**config.mk**
```make
export PLATFORM = sky130hd
export DESIGN_NAME = emh_ctrl
export DESIGN_NICKNAME = d
export VERILOG_FILES = /design/src/hw/rtl/emh_pkg.sv /design/src/hw/rtl/emh_ctrl.sv
export VERILOG_INCLUDE_DIRS = /design/src /design/src/hw/rtl
export SDC_FILE = /design/constraint.sdc
export NUM_CORES = 1
export LEC_CHECK = 0
export ABC_AREA = 1
export ABC_CLOCK_PERIOD_IN_PS = 2880
export BUFFER_PORTS_ARGS = -buffer_cell sky130_fd_sc_hd__buf_2
export CAP_MARGIN = 20
export CORE_AREA = 2 2 39 41
export DETAILED_ROUTE_END_ITERATION = 16
export DIE_AREA = 0 0 41 43
export GPL_ROUTABILITY_DRIVEN = 1
export GPL_TIMING_DRIVEN = 0
export SYNTH_ARGS = -nofsm -noshare
export SYNTH_HDL_FRONTEND = slang
export SYNTH_SLANG_ARGS = --single-unit
```
**constraint.sdc**
```tcl
create_clock -name clk -period 2.88 [get_ports clk]
set_input_delay 0.288 -clock clk [delete_from_list [all_inputs] [get_ports clk]]
set_output_delay 0.288 -clock clk [all_outputs]
set_load 0.02 [all_outputs]
```
**src/hw/rtl/edge_min_heap_macros.svh**
```systemverilog
// ----------------------------------------------------------------------------
// edge_min_heap assertion macros
// Shared property shorthands for the edge heap modules.
// ----------------------------------------------------------------------------
`ifndef EDGE_MIN_HEAP_MACROS_SVH
`define EDGE_MIN_HEAP_MACROS_SVH

// Same-cycle implication, disabled while reset is low
`define EMH_ASSERT_IMP(lbl, ck, rn, ante, cons, msg) \
  lbl: assert property (@(posedge ck) disable iff (!rn) (ante) |-> (cons)) \
    else $error(msg);

// Next-cycle implication, disabled while reset is low
`define EMH_ASSERT_NXT(lbl, ck, rn, ante, cons, msg) \
  lbl: assert property (@(posedge ck) disable iff (!rn) (ante) |=> (cons)) \
    else $error(msg);

`endif

```
**src/hw/rtl/emh_pkg.sv**
```systemverilog
// ----------------------------------------------------------------------------
// emh_pkg
// Types, codes and defaults shared by the edge heap controller and datapath.
// ----------------------------------------------------------------------------
package emh_pkg;

  // Default sizing
  localparam int CAPACITY_DEF    = 256;
  localparam int VERTEX_BITS_DEF = 10;
  localparam int COST_BITS_DEF   = 16;

  // Item kinds
  localparam logic KIND_PUSH = 1'b0;
  localparam logic KIND_POP  = 1'b1;

  // Result status codes
  localparam int STATUS_BITS = 2;
  localparam logic [STATUS_BITS-1:0] STAT_DONE  = 2'd0;
  localparam logic [STATUS_BITS-1:0] STAT_FULL  = 2'd1;
  localparam logic [STATUS_BITS-1:0] STAT_EMPTY = 2'd2;

  // Controller states
  typedef enum logic [2:0] {
    S_IDLE,
    S_UP_RD,
    S_UP_CMP,
    S_POP_TAKE,
    S_DOWN_RD,
    S_DOWN_CMP,
    S_FIN
  } emh_state_t;

  // Commands from controller to datapath
  typedef struct packed {
    logic accept;
    logic up_rd;
    logic up_cmp;
    logic pop_take;
    logic down_rd;
    logic down_cmp;
    logic publish;
  } emh_cmd_t;

  // Status from datapath to controller
  typedef struct packed {
    logic full;
    logic empty;
    logic pos_root;
    logic up_swap;
    logic down_move;
  } emh_stat_t;

endpackage

```
**src/hw/rtl/emh_ctrl.sv**
```systemverilog
// ----------------------------------------------------------------------------
// emh_ctrl
// Sequencer for push sift-up, pop sift-down and result hand-off.
// ----------------------------------------------------------------------------
`include "edge_min_heap_macros.svh"

module emh_ctrl (
  input  logic                 clk,
  input  logic                 rst_n,
  input  logic                 in_valid,
  output logic                 in_ready,
  input  logic                 in_kind,
  output logic                 out_valid,
  input  logic                 out_ready,
  input  emh_pkg::emh_stat_t   stat,
  output emh_pkg::emh_cmd_t    cmd
);

  emh_pkg::emh_state_t state_r, state_nxt;
  logic                out_valid_r, out_valid_nxt;

  // State and output-valid registers
  always_ff @(posedge clk) begin
    if (!rst_n) begin
      state_r     <= emh_pkg::S_IDLE;
      out_valid_r <= 1'b0;
    end else begin
      state_r     <= state_nxt;
      out_valid_r <= out_valid_nxt;
    end
  end

  // Next state and commands
  always_comb begin
    state_nxt = state_r;
    cmd       = '0;
    in_ready  = 1'b0;
    unique case (state_r)
      emh_pkg::S_IDLE: begin
        in_ready = 1'b1;
        if (in_valid) begin
          cmd.accept = 1'b1;
          if (in_kind == emh_pkg::KIND_PUSH) begin
            state_nxt = stat.full ? emh_pkg::S_FIN : emh_pkg::S_UP_RD;
          end else begin
            state_nxt = stat.empty ? emh_pkg::S_FIN : emh_pkg::S_POP_TAKE;
          end
        end
      end
      emh_pkg::S_UP_RD: begin
        cmd.up_rd = 1'b1;
        state_nxt = stat.pos_root ? emh_pkg::S_FIN : emh_pkg::S_UP_CMP;
      end
      emh_pkg::S_UP_CMP: begin
        cmd.up_cmp = 1'b1;
        state_nxt  = stat.up_swap ? emh_pkg::S_UP_RD : emh_pkg::S_FIN;
      end
      emh_pkg::S_POP_TAKE: begin
        cmd.pop_take = 1'b1;
        state_nxt    = stat.empty ? emh_pkg::S_FIN : emh_pkg::S_DOWN_RD;
      end
      emh_pkg::S_DOWN_RD: begin
        cmd.down_rd = 1'b1;
        state_nxt   = emh_pkg::S_DOWN_CMP;
      end
      emh_pkg::S_DOWN_CMP: begin
        cmd.down_cmp = 1'b1;
        state_nxt    = stat.down_move ? emh_pkg::S_DOWN_RD : emh_pkg::S_FIN;
      end
      emh_pkg::S_FIN: begin
        // hold until the output register is free
        if (!out_valid_r || out_ready) begin
          cmd.publish = 1'b1;
          state_nxt   = emh_pkg::S_IDLE;
        end
      end
      default: state_nxt = emh_pkg::S_IDLE;
    endcase
  end

  // Set valid on publish, drop it once the beat is taken
  always_comb begin
    if (cmd.publish) begin
      out_valid_nxt = 1'b1;
    end else if (out_ready) begin
      out_valid_nxt = 1'b0;
    end else begin
      out_valid_nxt = out_valid_r;
    end
  end

  assign out_valid = out_valid_r;

  `EMH_ASSERT_IMP(a_publish_free, clk, rst_n, cmd.publish, (!out_valid_r || out_ready), "publish over a pending beat")
  `EMH_ASSERT_NXT(a_accept_leaves_idle, clk, rst_n, cmd.accept, (state_r != emh_pkg::S_IDLE), "accept did not start work")

endmodule

```
## Yosys cells after proc, flatten, opt, wreduce, memory -nomap -nowiden

Cells that the tools add are included.

- Bits in registers: 4
- Bits in latches: 0
- RAM bits: 0
- Bits in read-only memories: 0
- Bits of input ports: 10
- Output and inout port bits: 9
- Logic and storage cells: 37
- Memories kept: 0

- Add/subtract/negate cells: 0
- Multipliers: 0
- Div/mod/pow operators: 0
- $lt $le $gt $ge: 0
- Equal/unequal tests: 8
- Shift-type cells: 0
- Multiplexer cells: 22
- Bitwise operators: 0
- Reductions and logical operators: 5

Operators by type and width:

| cell | number |
|---|---|
| $mux W3 | 7 |
| $pmux W3 S7 | 1 |
| $mux W1 | 12 |
| $eq A3 B3 Y1 const B | 3 |
| $eq A3 B2 Y1 const B | 2 |
| $mux W2 | 2 |
| $ne A2 B2 Y1 const B | 2 |
| $eq A3 B1 Y1 const B | 1 |
| $logic_not A3 Y1 | 1 |
| $reduce_and A2 Y1 | 1 |
| $reduce_bool A2 Y1 | 1 |
| $logic_not A1 Y1 | 1 |
| $logic_or A1 B1 Y1 | 1 |

## Logic depth before layout (Yosys ltp)

- Word-level depth: 5
- Gate-level depth with buffers: 8
- Mapped depth without buffers: 7

## Least setup slack after synthesis

No wires, ideal clock.

- Kind: reg-to-output
- From: register state_r[2]
- To: output cmd[1] (netlist name)
- Arrival time: 1.044 ns
- Data required time: 2.592 ns
- Setup slack: 1.548 ns
- Cell stages (with the launch flop): 4
- Buffers on the path: 1
- Path through: dfxtp_1 inv_2 buf_4 nor3_1

RTL lines:

| element | line | source |
|---|---|---|
| start: declaration | emh_ctrl.sv:19 | `emh_pkg::emh_state_t state_r, state_nxt;` |
| start signal: assignment | emh_ctrl.sv:25 | `state_r <= emh_pkg::S_IDLE;` |
| start signal: assignment | emh_ctrl.sv:28 | `state_r <= state_nxt;` |
| end: declaration | emh_ctrl.sv:16 | `output emh_pkg::emh_cmd_t cmd` |

==> results.toml <==
[run_status]
status = "complete, no violations"

[clock_tree]
cts_max_path_buffers = 2
clk_pin_slew_ps = 40
cts_root_buf = "clkbuf_4"
post-cts-setup-buffer-count = 0
cts_hold_buffers = 0
numClockSinks = 4
h-tree-depth = 1
cts_buffers = 3
insertion_delay_ps = 250
post_cts_resized = 0
cts_tree = "yes"

[worst_setup_path]
worst-path-max-fanout = 7
start_kind = "register"
reg2reg_depth = 6
path_class = "reg -> out"
end_kind = "primary output"
arrival_ps = 1270
r2r_slack_ps = 1680
required_ps = 2590

[sta]
worst_slew_pin_slew_ps = 274.1
fin_tns_setup_ps = 0
fmaxAchievable_mhz = 640.0
rsz0062_at_grt = "false"
finClkSkew_ps = 6.658
setup_violations = 0
holdWs_ps = 317.8
fin_crit_ps = 1562
maxSlewViolCount = 0
max-slew-margin-rel = 0.8170
final.period_utilization = 0.5425
hold_violations = 0

[layout]
nFillCells = 173
nNetsFinal = 91
antenna_cells = 0
syn_to_final_growth_pct = 37.32
final_layout_size_suffix_gt1_frac = 0.4051

[worst_hold_path]
holdPathStages = 3
hold_class = "in -> reg"

[die]
initial_core_util = 0.2568
die_area_sq_um = 1763
coreArea_sq_um = 1384
io_pins = 19
die_w_um = 41
rows = 14
die_h_um = 43

[global_routing]
grt_first_pass_wirelength_um = 1428
overflow = 0
grt_start_max_net_pins = 11
antenna_found_initial = 0
met2_usage = 0.1719
gr-usage-met3 = 0.03141
grtUsageMet1 = 0.1447
busiest_layer = "met2"
grt_usage = 0.1245
grt_pass1_vias = 383

[pwr]
power_density_nw_per_um2 = 1048
p_leak_nw = 0.2851
ir_drop_mv = 0.3386
netSwitchingFraction = 0.5235
combPwrFrac = 0.648
p_int_mw = 0.2437
pwr-share-seq = 0.204
p_sw_mw = 0.2677
pwr-share-clk = 0.149

[placement]
place_congestion = 0.7123
io_buffers = 18
dp_hpwl_um = 692.4

[logic_synthesis]
synthCells = 58
async_reset_ff_frac = 0
syn-num-nets = 68
synth_edf_count = 0
synth-seq-cells = 4
syn_avg_cell_area_sq_um = 6.127
ys.flop_type = "dfxtp_1"
synthDominantCellAreaShare = 0.2254
synth_seq_area_share = 0.2254
ys_types = 20
synth_area_sq_um = 355.3
synth.area.top_cells = "dfxtp_1 23%, inv_1 13%, nand4_1 8.8%"
ys_top_cells_by_count = "12 x inv_1, 7 x nand2_1, 5 x nand4_1, 5 x nor2_1"
yosys_warnings = 0
synth_area_leader_cell = "dfxtp_1"
yosys.cell_count.top_type = "inv_1"

[routing]
num_vias = 426
antenna_left = 0
via_per_inst = 4.484
drt_iter0_drc = 8
avgRoutedWirePerCell_um = 9.379
finalWirelength_um = 891
first_pass_iters = 4
drc = 0

[job]
drv_cap = 0
[per-stage QoR]
step           instances  utilization  power [mW]  setup slack [ps]  area, sq um
2_1_floorplan         58            -      0.3516              1548        355.3
3_3_place_gp          92       0.3363      0.4336              1584        465.4
3_5_place_dp          92       0.3363      0.4391              1594        465.4
4_1_cts               95       0.3526      0.5149              1328        488.0
5_1_grt               95       0.3526      0.5549              1261        488.0
6_report              95       0.3526      0.5113              1318        488.0
[cell usage in the layout, fill, tap and decap left out, types with 3 or more instances in the layout]
cell      netlist  layout
nand3_1         4       4
buf_2           0      18
inv_1          12      12
clkbuf_4        0       3
nor2_1          5       5
nand4_1         5       5
nand2_1         7       7
dfxtp_1         4       4
a21oi_1         3       3
nor3_1          3       3
[metal layers]
metal / part of all wire / vias to the layer above
met5: 0 / -
met4: 0.043 / 0
met3: 0.067 / 5
met2: 0.44 / 16
met1: 0.45 / 175
li1: - / 230
[critical path, cell delays in order, from the launching register on]
cell and delay (ps):
dfxtp_1 470, nand2_2 110, nor3_1 180, buf_4 120, buf_2 150
[power by group through the flow]
stage	combinational, mW	clock (mW)	sequential, mW
after floorplan	0.251	0	0.101
after global placement	0.329	0	0.105
after detailed placement	0.334	0	0.105
after CTS	0.335	0.0761	0.104
after global routing	0.367	0.0811	0.106
final	0.331	0.0760	0.104
[sequential cells by signal, summed over array words and instances, names as in the netlist]
register / cells
state_r: 3
out_valid: 1
[logic make-up after synthesis]
| logic type | share of synthesized area |
|---|---|
| flip-flops | 0.2254 |
| AO/OA/AOI/OAI | 0.1408 |
| AND/OR/NAND/NOR | 0.4120 |
| buffers and inverters | 0.2218 |
[area by class of cell]
type / instances / area (sq um) / share of cell area
repair buffers: 18 / 90.09 / 0.1846
inverters: 14 / 52.55 / 0.1077
multi-input cells: 37 / 196.4 / 0.4026
well taps: 16 / 20.02 / 0.04103
clock buffers: 3 / 22.52 / 0.04615
plain buffers: 3 / 26.28 / 0.05385
flip-flops and latches: 4 / 80.08 / 0.1641
[worst paths after layout]
check | to | from
setup / recovery | cmd[0] | state_r[1]
hold reg to reg | state_r[1] | out_valid
hold / removal | state_r[1] | rst_n
setup reg to reg | state_r[1] | state_r[1]
No activity file was read; power rests on OpenSTA's default activity.
